### src/design/sbrs_pkg.sv
`default_nettype none

package sbrs_pkg;

    // sample range and field widths
    localparam int SAMPLE_W   = 15;
    localparam int SAMPLE_MAX = 32767;
    localparam int VAL_W      = 16;
    localparam int CNT_W      = 4;
    localparam int MAX_COUNT  = 12;
    localparam int CFG_IDX_W  = 2;

    // datapath widths
    localparam int SPAN_W  = VAL_W + 1;        // distance between two bounds
    localparam int SUM_W   = 19;               // up to 12 samples of 15 bits
    localparam int BASE_W  = 19;               // count times sample maximum
    localparam int OPND_W  = 19;               // shared multiplier operand
    localparam int PROD_W  = 2 * OPND_W;
    localparam int NUM_W   = 38;               // rounded numerator
    localparam int NUMX_W  = NUM_W + 2;        // numerator before truncation
    localparam int QUO_W   = VAL_W;            // mapped offset
    localparam int STEP_W  = 4;                // counts QUO_W divide steps

    // register indexes
    localparam logic [CFG_IDX_W-1:0] REG_LOW_BOUND    = 2'd0;
    localparam logic [CFG_IDX_W-1:0] REG_MOST_LIKELY  = 2'd1;
    localparam logic [CFG_IDX_W-1:0] REG_HIGH_BOUND   = 2'd2;
    localparam logic [CFG_IDX_W-1:0] REG_SAMPLE_COUNT = 2'd3;

    localparam logic [CNT_W-1:0] COUNT_RESET = 4'd3;

    typedef enum logic [2:0] {
        ST_IDLE,
        ST_MUL_BASE,
        ST_MUL_P,
        ST_MUL_Q,
        ST_CHECK,
        ST_DIV
    } state_t;

    // which side of the peak is shorter
    typedef enum logic [1:0] {
        SIDE_EVEN,
        SIDE_RIGHT_SHORT,
        SIDE_LEFT_SHORT
    } side_t;

endpackage

`default_nettype wire

### src/design/skewed_bell_random_shaper.sv
`default_nettype none

// channel   | ports                                   | handshake
// ----------+-----------------------------------------+------------------------------
// sample in | start, busy, uniform_sample             | request taken on start & !busy
// result    | done, shaped_value, remapped            | one-cycle strobe, no back-pressure
// config    | cfg_valid, cfg_ready, cfg_index, cfg_data | written on cfg_valid & cfg_ready
//
// a request that does not complete an average is absorbed in its own cycle, busy stays low
// a completing request holds busy for three passes through the shared 19x19
// multiplier, one compare/numerator step and 16 restoring divide steps; done strobes
// in the cycle in which busy is low again, when the next request may already be taken
// long-side average: busy for multiplies and compare, no result; extra sample: full pass
// equal bounds strobe next cycle; results never stall; rst_n async, config back to 0/0/0/3

module skewed_bell_random_shaper (
    input  wire                                 clk,
    input  wire                                 rst_n,
    input  wire                                 start,
    output logic                                busy,
    input  wire  [sbrs_pkg::SAMPLE_W-1:0]       uniform_sample,
    output logic                                done,
    output logic signed [sbrs_pkg::VAL_W-1:0]   shaped_value,
    output logic                                remapped,
    input  wire                                 cfg_valid,
    output logic                                cfg_ready,
    input  wire  [sbrs_pkg::CFG_IDX_W-1:0]      cfg_index,
    input  wire  [sbrs_pkg::VAL_W-1:0]          cfg_data
);

    localparam int SAMPLE_W = sbrs_pkg::SAMPLE_W;
    localparam int VAL_W    = sbrs_pkg::VAL_W;
    localparam int CNT_W    = sbrs_pkg::CNT_W;
    localparam int SPAN_W   = sbrs_pkg::SPAN_W;
    localparam int SUM_W    = sbrs_pkg::SUM_W;
    localparam int BASE_W   = sbrs_pkg::BASE_W;
    localparam int OPND_W   = sbrs_pkg::OPND_W;
    localparam int PROD_W   = sbrs_pkg::PROD_W;
    localparam int NUM_W    = sbrs_pkg::NUM_W;
    localparam int NUMX_W   = sbrs_pkg::NUMX_W;
    localparam int QUO_W    = sbrs_pkg::QUO_W;
    localparam int STEP_W   = sbrs_pkg::STEP_W;

    localparam logic [SAMPLE_W-1:0] SMAX = SAMPLE_W'(sbrs_pkg::SAMPLE_MAX);
    localparam logic [CNT_W-1:0]    CMAX = CNT_W'(sbrs_pkg::MAX_COUNT);

    // configuration registers
    logic signed [VAL_W-1:0] low_bound_reg;
    logic signed [VAL_W-1:0] most_likely_reg;
    logic signed [VAL_W-1:0] high_bound_reg;
    logic [CNT_W-1:0]        sample_count_reg;

    // sequencer and accumulation state
    sbrs_pkg::state_t state_reg, state_next;
    logic [SUM_W-1:0]    sum_reg, sum_next;
    logic [CNT_W-1:0]    taken_reg, taken_next;
    logic                awaiting_reg, awaiting_next;
    logic                extra_reg, extra_next;
    logic [SAMPLE_W-1:0] x_reg, x_next;

    // shared unit operands and results
    logic [BASE_W-1:0]  base_reg, base_next;
    logic [PROD_W-1:0]  p_reg, p_next;
    logic [PROD_W-1:0]  q_reg, q_next;
    logic [NUM_W-1:0]   rem_reg, rem_next;
    logic [NUM_W-1:0]   den_reg, den_next;
    logic [QUO_W-1:0]   quo_reg, quo_next;
    logic [STEP_W-1:0]  step_reg, step_next;

    // result register
    logic                    done_reg, done_next;
    logic signed [VAL_W-1:0] shaped_reg, shaped_next;
    logic                    remapped_reg, remapped_next;

    // effective geometry
    logic signed [VAL_W-1:0] hi_eff;
    logic signed [VAL_W-1:0] pk_eff;
    logic [SPAN_W-1:0]       l_span;
    logic [SPAN_W-1:0]       r_span;
    logic [SPAN_W-1:0]       span_sum;
    logic                    bounds_equal;
    sbrs_pkg::side_t         side;
    logic [CNT_W-1:0]        count_eff;
    logic [CNT_W-1:0]        taken_inc;

    logic [OPND_W-1:0]  mul_a;
    logic [OPND_W-1:0]  mul_b;
    logic [PROD_W-1:0]  mul_prod;

    logic [PROD_W:0]    two_p;
    logic [PROD_W:0]    q_ext;
    logic [NUMX_W-1:0]  num_full;
    logic               remap_hit;
    logic               div_ge;
    logic [QUO_W-1:0]   quo_shift;

    // clamp the bounds: high below low acts as low, peak pulled inside
    always_comb
    begin
        hi_eff = (high_bound_reg < low_bound_reg) ? low_bound_reg : high_bound_reg;
        if (most_likely_reg < low_bound_reg)
        begin
            pk_eff = low_bound_reg;
        end
        else if (most_likely_reg > hi_eff)
        begin
            pk_eff = hi_eff;
        end
        else
        begin
            pk_eff = most_likely_reg;
        end
    end

    // spans are never negative after clamping
    assign l_span   = SPAN_W'({pk_eff[VAL_W-1], pk_eff}) -
                      SPAN_W'({low_bound_reg[VAL_W-1], low_bound_reg});
    assign r_span   = SPAN_W'({hi_eff[VAL_W-1], hi_eff}) -
                      SPAN_W'({pk_eff[VAL_W-1], pk_eff});
    assign span_sum = l_span + r_span;
    assign bounds_equal = (hi_eff == low_bound_reg);

    always_comb
    begin
        if (r_span < l_span)
        begin
            side = sbrs_pkg::SIDE_RIGHT_SHORT;
        end
        else if (l_span < r_span)
        begin
            side = sbrs_pkg::SIDE_LEFT_SHORT;
        end
        else
        begin
            side = sbrs_pkg::SIDE_EVEN;
        end
    end

    // count of zero acts as one, above twelve acts as twelve
    always_comb
    begin
        if (sample_count_reg == '0)
        begin
            count_eff = CNT_W'(1);
        end
        else if (sample_count_reg > CMAX)
        begin
            count_eff = CMAX;
        end
        else
        begin
            count_eff = sample_count_reg;
        end
    end

    assign taken_inc = taken_reg + CNT_W'(1);

    // the shared multiplier
    assign mul_prod = PROD_W'(mul_a) * PROD_W'(mul_b);

    // long-side test and rounded numerator: 4P + base, minus or plus 2Q
    assign two_p = {p_reg, 1'b0};
    assign q_ext = {1'b0, q_reg};

    always_comb
    begin
        remap_hit = 1'b0;
        if (!extra_reg)
        begin
            if (side == sbrs_pkg::SIDE_RIGHT_SHORT)
            begin
                remap_hit = (two_p > q_ext);
            end
            else if (side == sbrs_pkg::SIDE_LEFT_SHORT)
            begin
                remap_hit = (two_p < q_ext);
            end
        end
    end

    always_comb
    begin
        num_full = {p_reg, 2'b00} + NUMX_W'(base_reg);
        if (!extra_reg && side == sbrs_pkg::SIDE_LEFT_SHORT)
        begin
            num_full = num_full - {1'b0, q_reg, 1'b0};
        end
        else if (extra_reg && side == sbrs_pkg::SIDE_RIGHT_SHORT)
        begin
            num_full = num_full + {1'b0, q_reg, 1'b0};
        end
    end

    // one restoring divide step
    assign div_ge    = (rem_reg >= den_reg);
    assign quo_shift = {quo_reg[QUO_W-2:0], div_ge};

    // sequencer
    always_comb
    begin
        state_next    = state_reg;
        sum_next      = sum_reg;
        taken_next    = taken_reg;
        awaiting_next = awaiting_reg;
        extra_next    = extra_reg;
        x_next        = x_reg;
        base_next     = base_reg;
        p_next        = p_reg;
        q_next        = q_reg;
        rem_next      = rem_reg;
        den_next      = den_reg;
        quo_next      = quo_reg;
        step_next     = step_reg;
        done_next     = 1'b0;
        shaped_next   = shaped_reg;
        remapped_next = remapped_reg;
        mul_a         = '0;
        mul_b         = '0;

        case (state_reg)
            sbrs_pkg::ST_IDLE:
            begin
                if (start)
                begin
                    if (bounds_equal)
                    begin
                        // degenerate range: emit the bound at once
                        done_next     = 1'b1;
                        shaped_next   = low_bound_reg;
                        remapped_next = 1'b0;
                        sum_next      = '0;
                        taken_next    = '0;
                        awaiting_next = 1'b0;
                    end
                    else if (awaiting_reg)
                    begin
                        extra_next = 1'b1;
                        x_next     = uniform_sample;
                        state_next = sbrs_pkg::ST_MUL_BASE;
                    end
                    else
                    begin
                        sum_next   = sum_reg + SUM_W'(uniform_sample);
                        taken_next = taken_inc;
                        extra_next = 1'b0;
                        if (taken_inc >= count_eff)
                        begin
                            state_next = sbrs_pkg::ST_MUL_BASE;
                        end
                    end
                end
            end

            sbrs_pkg::ST_MUL_BASE:
            begin
                // base = count * max, a single sample for the extra draw
                mul_a      = extra_reg ? OPND_W'(1) : OPND_W'(taken_reg);
                mul_b      = OPND_W'(SMAX);
                base_next  = mul_prod[BASE_W-1:0];
                state_next = sbrs_pkg::ST_MUL_P;
            end

            sbrs_pkg::ST_MUL_P:
            begin
                if (!extra_reg)
                begin
                    mul_a = (side == sbrs_pkg::SIDE_LEFT_SHORT) ? OPND_W'(r_span)
                                                                : OPND_W'(l_span);
                    mul_b = OPND_W'(sum_reg);
                end
                else
                begin
                    mul_a = (side == sbrs_pkg::SIDE_RIGHT_SHORT) ? OPND_W'(r_span)
                                                                 : OPND_W'(l_span);
                    mul_b = (side == sbrs_pkg::SIDE_LEFT_SHORT) ? OPND_W'(SMAX - x_reg)
                                                                : OPND_W'(x_reg);
                end
                p_next     = mul_prod;
                state_next = sbrs_pkg::ST_MUL_Q;
            end

            sbrs_pkg::ST_MUL_Q:
            begin
                mul_a = OPND_W'(base_reg);
                case (side)
                    sbrs_pkg::SIDE_RIGHT_SHORT:
                    begin
                        mul_b = extra_reg ? OPND_W'(l_span - r_span) : OPND_W'(span_sum);
                    end
                    sbrs_pkg::SIDE_LEFT_SHORT:
                    begin
                        mul_b = extra_reg ? '0 : OPND_W'(r_span - l_span);
                    end
                    default:
                    begin
                        mul_b = '0;
                    end
                endcase
                q_next     = mul_prod;
                state_next = sbrs_pkg::ST_CHECK;
            end

            sbrs_pkg::ST_CHECK:
            begin
                if (remap_hit)
                begin
                    // average fell on the long side: wait for one more sample
                    awaiting_next = 1'b1;
                    sum_next      = '0;
                    taken_next    = '0;
                    state_next    = sbrs_pkg::ST_IDLE;
                end
                else
                begin
                    rem_next   = num_full[NUM_W-1:0];
                    den_next   = NUM_W'({base_reg, 1'b0}) << (QUO_W - 1);
                    quo_next   = '0;
                    step_next  = STEP_W'(QUO_W - 1);
                    state_next = sbrs_pkg::ST_DIV;
                end
            end

            sbrs_pkg::ST_DIV:
            begin
                if (div_ge)
                begin
                    rem_next = rem_reg - den_reg;
                end
                quo_next  = quo_shift;
                den_next  = den_reg >> 1;
                step_next = step_reg - STEP_W'(1);
                if (step_reg == '0)
                begin
                    done_next     = 1'b1;
                    shaped_next   = low_bound_reg + quo_shift;
                    remapped_next = extra_reg;
                    sum_next      = '0;
                    taken_next    = '0;
                    awaiting_next = 1'b0;
                    state_next    = sbrs_pkg::ST_IDLE;
                end
            end

            default:
            begin
                state_next = sbrs_pkg::ST_IDLE;
            end
        endcase
    end

    always_ff @(posedge clk or negedge rst_n)
    begin
        if (!rst_n)
        begin
            state_reg    <= sbrs_pkg::ST_IDLE;
            sum_reg      <= '0;
            taken_reg    <= '0;
            awaiting_reg <= 1'b0;
            extra_reg    <= 1'b0;
            done_reg     <= 1'b0;
            remapped_reg <= 1'b0;
        end
        else
        begin
            state_reg    <= state_next;
            sum_reg      <= sum_next;
            taken_reg    <= taken_next;
            awaiting_reg <= awaiting_next;
            extra_reg    <= extra_next;
            done_reg     <= done_next;
            remapped_reg <= remapped_next;
        end
    end

    // datapath registers, no reset needed
    always_ff @(posedge clk)
    begin
        x_reg      <= x_next;
        base_reg   <= base_next;
        p_reg      <= p_next;
        q_reg      <= q_next;
        rem_reg    <= rem_next;
        den_reg    <= den_next;
        quo_reg    <= quo_next;
        step_reg   <= step_next;
        shaped_reg <= shaped_next;
    end

    // configuration writes
    always_ff @(posedge clk or negedge rst_n)
    begin
        if (!rst_n)
        begin
            low_bound_reg    <= '0;
            most_likely_reg  <= '0;
            high_bound_reg   <= '0;
            sample_count_reg <= sbrs_pkg::COUNT_RESET;
        end
        else if (cfg_valid && cfg_ready)
        begin
            case (cfg_index)
                sbrs_pkg::REG_LOW_BOUND:    low_bound_reg    <= cfg_data;
                sbrs_pkg::REG_MOST_LIKELY:  most_likely_reg  <= cfg_data;
                sbrs_pkg::REG_HIGH_BOUND:   high_bound_reg   <= cfg_data;
                sbrs_pkg::REG_SAMPLE_COUNT: sample_count_reg <= cfg_data[CNT_W-1:0];
                default:                    low_bound_reg    <= low_bound_reg;
            endcase
        end
    end

    assign busy         = (state_reg != sbrs_pkg::ST_IDLE);
    assign cfg_ready    = 1'b1;
    assign done         = done_reg;
    assign shaped_value = shaped_reg;
    assign remapped     = remapped_reg;

    // a result is only strobed once the sequencer is back at rest
    a_done_idle: assert property (@(posedge clk) disable iff (!rst_n)
        done_reg |-> (state_reg == sbrs_pkg::ST_IDLE))
        else $error("result strobe while sequencer busy");

    // a pending extra sample never carries a partial sum
    a_pending_clear: assert property (@(posedge clk) disable iff (!rst_n)
        awaiting_reg |-> (taken_reg == '0 && sum_reg == '0))
        else $error("partial sum kept with extra sample pending");

    // at rest the sample count is always below twelve
    a_taken_range: assert property (@(posedge clk) disable iff (!rst_n)
        (state_reg == sbrs_pkg::ST_IDLE) |-> (taken_reg < CMAX))
        else $error("sample count at rest out of range");

    // a remapped result only comes out of the divider
    a_remap_src: assert property (@(posedge clk) disable iff (!rst_n)
        (done_reg && remapped_reg) |-> ($past(state_reg) == sbrs_pkg::ST_DIV))
        else $error("remapped result without divide");

    // the divider always ends its run before the sequencer leaves it
    a_div_exit: assert property (@(posedge clk) disable iff (!rst_n)
        (state_reg == sbrs_pkg::ST_DIV && step_reg != '0) |=>
            (state_reg == sbrs_pkg::ST_DIV))
        else $error("divide run cut short");

endmodule

`default_nettype wire

### config.mk
export PLATFORM = sky130hd
export DESIGN_NAME = skewed_bell_random_shaper
export DESIGN_NICKNAME = d
export VERILOG_FILES = /design/src/design/sbrs_pkg.sv /design/src/design/skewed_bell_random_shaper.sv
export SDC_FILE = /design/constraint.sdc
export NUM_CORES = 2
export LEC_CHECK = 0
export BUFFER_PORTS_ARGS = -buffer_cell sky130_fd_sc_hd__buf_4
export CAP_MARGIN = 20
export CORE_MARGIN = 5
export CORE_UTILIZATION = 49
export DETAILED_ROUTE_END_ITERATION = 10
export PLACE_DENSITY_LB_ADDON = 0.25
export SLEW_MARGIN = 20
export SYNTH_ARGS = -nofsm -noshare
export SYNTH_HDL_FRONTEND = slang
export SYNTH_SLANG_ARGS = --single-unit
### constraint.sdc
create_clock -name clk -period 16.39 [get_ports clk]
set_input_delay 2.4585 -clock clk [delete_from_list [all_inputs] [get_ports clk]]
set_output_delay 2.4585 -clock clk [all_outputs]
set_load 0.1 [all_outputs]
==> impl_metrics.prom <==
# TYPE chip_impl_metric gauge
chip_impl_metric{name="placed_area",unit="sq mm"} 0.0413
chip_impl_metric{name="finalMaxSlewViolations",unit=""} 0
chip_impl_info{name="clockRootBuffer",value="sky130_fd_sc_hd__clkbuf_16"} 1
chip_impl_metric{name="remaining_drc_errors",unit=""} 0
chip_impl_metric{name="regToRegSetupSlack",unit="ps"} 780
chip_impl_metric{name="worst_pin_slew",unit="ps"} 1130
chip_impl_metric{name="hold_violation_count_in_the_final_report",unit=""} 0
chip_impl_metric{name="timing.setup.tns",unit="ps"} 0
chip_impl_metric{name="count_of_mapped_cells_out_of_synthesis",unit=""} 4503
chip_impl_metric{name="insertion_delay",unit="ps"} 590
chip_impl_metric{name="maximum_capacitance_violations",unit=""} 0
chip_impl_metric{name="floorplan.die.width",unit="um"} 294
chip_impl_metric{name="finalInstanceArea",unit="sq mm"} 0.0431
chip_impl_metric{name="timing.critical_path.slowest_cell_delay",unit="ps"} 530
chip_impl_info{name="synthTopCellsByArea",value="sky130_fd_sc_hd__edfxtp_1 17%, sky130_fd_sc_hd__fa_1 15%, sky130_fd_sc_hd__ha_1 14%, sky130_fd_sc_hd__inv_1 5.7%, sky130_fd_sc_hd__dfrtp_1 5.1%"} 1
chip_impl_metric{name="achievable-frequency",unit="GHz"} 0.0641
chip_impl_metric{name="die_h",unit="um"} 294
chip_impl_info{name="layout.cells.most_common_list",value="599 x sky130_fd_sc_hd__inv_1, 442 x sky130_fd_sc_hd__nand2_1, 440 x sky130_fd_sc_hd__ha_1"} 1
chip_impl_metric{name="worstPathBufferInverterCount",unit=""} 6
chip_impl_metric{name="antenna_cells_inserted",unit=""} 0
chip_impl_metric{name="number_of_buffer_cells_added_on_primary_ports",unit=""} 55
chip_impl_info{name="critical_path.endpoint_type",value="flip-flop"} 1
chip_impl_info{name="critical-path-slowest-cell",value="sky130_fd_sc_hd__fa_1"} 1
chip_impl_info{name="critical_path_class",value="reg -> reg"} 1
chip_impl_metric{name="cts_num_sinks",unit=""} 300
chip_impl_metric{name="initial_utilization",unit="%"} 49.2
chip_impl_metric{name="first_pass_iters",unit=""} 6
chip_impl_metric{name="clk_path_buf_depth",unit=""} 3
chip_impl_info{name="critical_path.startpoint_type",value="flip-flop"} 1
chip_impl_metric{name="gr-usage-all-layers",unit="%"} 27.2
chip_impl_metric{name="data_required_time_of_the_worst_path",unit="ps"} 16690
chip_impl_metric{name="setup_viol_count_final",unit=""} 0
chip_impl_metric{name="wl_per_cell",unit="um"} 21.5
chip_impl_metric{name="synth_cell_types",unit=""} 104
chip_impl_metric{name="dp.final_hpwl",unit="um"} 97000
chip_impl_info{name="synthDominantAreaCellType",value="sky130_fd_sc_hd__edfxtp_1"} 1
chip_impl_metric{name="initial_antenna_violation_count",unit=""} 2
chip_impl_metric{name="synth_sequential_area_ratio",unit="%"} 21.8
chip_impl_metric{name="synthDominantCellAreaShare",unit="%"} 16.6
chip_impl_info{name="holdCritStartpoint",value="sum_reg[14]"} 1
chip_impl_info{name="timing.rr.end",value="q_reg[25]"} 1
chip_impl_metric{name="max_slew_margin",unit="%"} 24.5
chip_impl_metric{name="yosysWarningCount",unit=""} 0
chip_impl_metric{name="finalNetCount",unit=""} 5343
chip_impl_info{name="layout.cells.most_common",value="sky130_fd_sc_hd__inv_1"} 1
chip_impl_metric{name="avgSynthCellArea",unit="sq um"} 8.76
chip_impl_metric{name="post_synthesis_to_final_layout_area_growth",unit="%"} 9.16
chip_impl_metric{name="number_of_cell_instances_on_the_worst_register_to_register_path",unit=""} 56
chip_impl_metric{name="rows",unit=""} 104
chip_impl_metric{name="grt_start_max_net_pins",unit=""} 87
chip_impl_metric{name="deepest_level_of_the_cts_h_tree",unit=""} 2
chip_impl_metric{name="fill_cells",unit=""} 7521
chip_impl_metric{name="first_global_vias",unit=""} 32200
chip_impl_info{name="whs_endpoint",value="sum_reg[14]"} 1
chip_impl_metric{name="drive_gt1_share",unit="%"} 9.82
chip_impl_metric{name="routed_via_density",unit=""} 5.99
chip_impl_metric{name="async_reset_ff_share",unit="%"} 27.3
chip_impl_metric{name="cp.depth",unit=""} 56
chip_impl_metric{name="cts-buffers-inserted",unit=""} 39
chip_impl_metric{name="clock_skew",unit="ps"} 32.1
chip_impl_metric{name="grt_pass1_wl",unit="um"} 187000
chip_impl_metric{name="crit_path_max_fanout",unit=""} 10
chip_impl_info{name="critical-path-top-cell-by-count",value="sky130_fd_sc_hd__a21o_1"} 1
chip_impl_metric{name="ioPinCount",unit=""} 57
chip_impl_metric{name="number_of_cells_on_the_worst_hold_path",unit=""} 2
chip_impl_metric{name="post-route-period-util",unit="%"} 95.2
chip_impl_metric{name="layout.core_utilization",unit="%"} 53.7
chip_impl_metric{name="synthesis.area",unit="sq mm"} 0.0394
chip_impl_info{name="r2r-start",value="low_bound_reg[4]"} 1
chip_impl_metric{name="clk_pin_slew",unit="ps"} 60
chip_impl_metric{name="route.vias.total",unit=""} 33900
chip_impl_metric{name="synth_fp_nets",unit=""} 5283
chip_impl_metric{name="critical_path_arrival",unit="ps"} 15910
chip_impl_metric{name="grt.overflow.total",unit=""} 0
chip_impl_metric{name="drt-initial-drc-count",unit=""} 3101
chip_impl_info{name="holdCritPathClass",value="reg -> reg"} 1
chip_impl_info{name="critical-path-top-delay-family",value="compound AO/OA/AOI/OAI gates"} 1
chip_impl_metric{name="synth.ff_latch_count",unit=""} 300
chip_impl_metric{name="coreArea",unit="sq mm"} 0.0802
chip_impl_metric{name="die-area",unit="sq mm"} 0.0863
chip_impl_info{name="ys.flop_type",value="sky130_fd_sc_hd__edfxtp_1"} 1
chip_impl_metric{name="finalCriticalPeriod",unit="ps"} 15610
chip_impl_metric{name="place_congestion",unit=""} 1.00
chip_impl_metric{name="post_route_antenna_net_violation_count",unit=""} 0
chip_impl_metric{name="synth_enable_flop_cells",unit=""} 218
chip_impl_metric{name="routed_wirelength",unit="um"} 121000
chip_impl_info{name="clock_tree_from_tritoncts",value="yes"} 1
chip_impl_info{name="status",value="completed"} 1
-- worst register-to-register path: cells and delay by family (launching register included) --
| kind | cells | cell delay [ps] |
|---|---|---|
| compound gates | 24 | 5830 |
| fa+ha+maj | 11 | 4360 |
| buf+inv | 6 | 610 |
| mux | 3 | 1060 |
| flops | 1 | 370 |
| simple gates | 12 | 3100 |
-- through the flow --
stage / worst slack (ps) / cells / hold WS, ps
finish: 782 / 5652 / 519
global route: -5.89 / 5652 / 543
CTS: 15.9 / 5634 / 522
floorplan: 796 / 4503 / 464
detailed placement: 28.6 / 5562 / 509
global placement: 157 / 5562 / 482
-- worst max path at each step --
stage / slack, ps / startpoint / end
after floorplan: 800 / low_bound_reg[1] / p_reg[37]
after global placement: 160 / low_bound_reg[9] / p_reg[36]
after detailed placement: 30 / low_bound_reg[8] / q_reg[36]
after CTS: 20 / low_bound_reg[8] / p_reg[36]
after global routing: -6 / low_bound_reg[4] / p_reg[36]
final: 780 / low_bound_reg[4] / q_reg[25]
-- kinds of logic (layout without fill, tap and decap cells) --
family | count (synthesis) | after routing | share of synthesized area, %
fa+ha+maj | 743 | 743 | 29.3
flops | 300 | 300 | 21.8
mux | 83 | 83 | 2.32
xor+xnor | 186 | 186 | 4.13
buf+inv | 775 | 862 | 7.76
other cells | 1 | 1 | 0.00951
compound gates | 1107 | 1109 | 19.2
simple gates | 1308 | 1308 | 15.5
-- synth_stat cells, types with 62 or more instances --
cell,number
sky130_fd_sc_hd__a21o_1,80
sky130_fd_sc_hd__a21oi_1,259
sky130_fd_sc_hd__and2_1,62
sky130_fd_sc_hd__clkbuf_1,98
sky130_fd_sc_hd__dfrtp_1,80
sky130_fd_sc_hd__edfxtp_1,218
sky130_fd_sc_hd__fa_1,299
sky130_fd_sc_hd__ha_1,444
sky130_fd_sc_hd__inv_1,603
sky130_fd_sc_hd__mux2_2,68
sky130_fd_sc_hd__nand2_1,444
sky130_fd_sc_hd__nand3_1,64
sky130_fd_sc_hd__nor2_1,373
sky130_fd_sc_hd__o21ai_0,207
sky130_fd_sc_hd__xnor2_1,126
-- metal layers --
metal  global-route usage (%)  share of wire (%)  vias to the layer above
li1                         -                  -                    15800
met1                     40.6                 46                    16500
met2                     40.8                 43                     1332
met3                     4.72                8.1                      202
met4                     7.55                3.2                        2
met5                        0              0.011                        -
-- what timing repair did --
| item | in CTS | in global routing |
|---|---|---|
| hold buffers | 0 | 0 |
| gates resized for setup | 6 | 62 |
| buffers inserted | 2 | 16 |
| endpoints found under the setup margin | 8 | 50 |
| gates cloned | 0 | 2 |
| pin swaps | 1 | 12 |
-- final cells by class --
| type | instances | area [sq um] | share of cell area (%) |
|---|---|---|---|
| multi-input cells | 3430 | 28100 | 65.2 |
| flip-flops and latches | 300 | 8600 | 20.0 |
| inverters | 603 | 2260 | 5.26 |
| repair buffers | 189 | 1480 | 3.44 |
| well taps | 1060 | 1330 | 3.08 |
| clock buffers | 48 | 1030 | 2.39 |
| clock inverters | 22 | 264 | 0.613 |
Power is not shown: default switching activity piles up to over one toggle a cycle in this logic, so the estimate is an artifact.
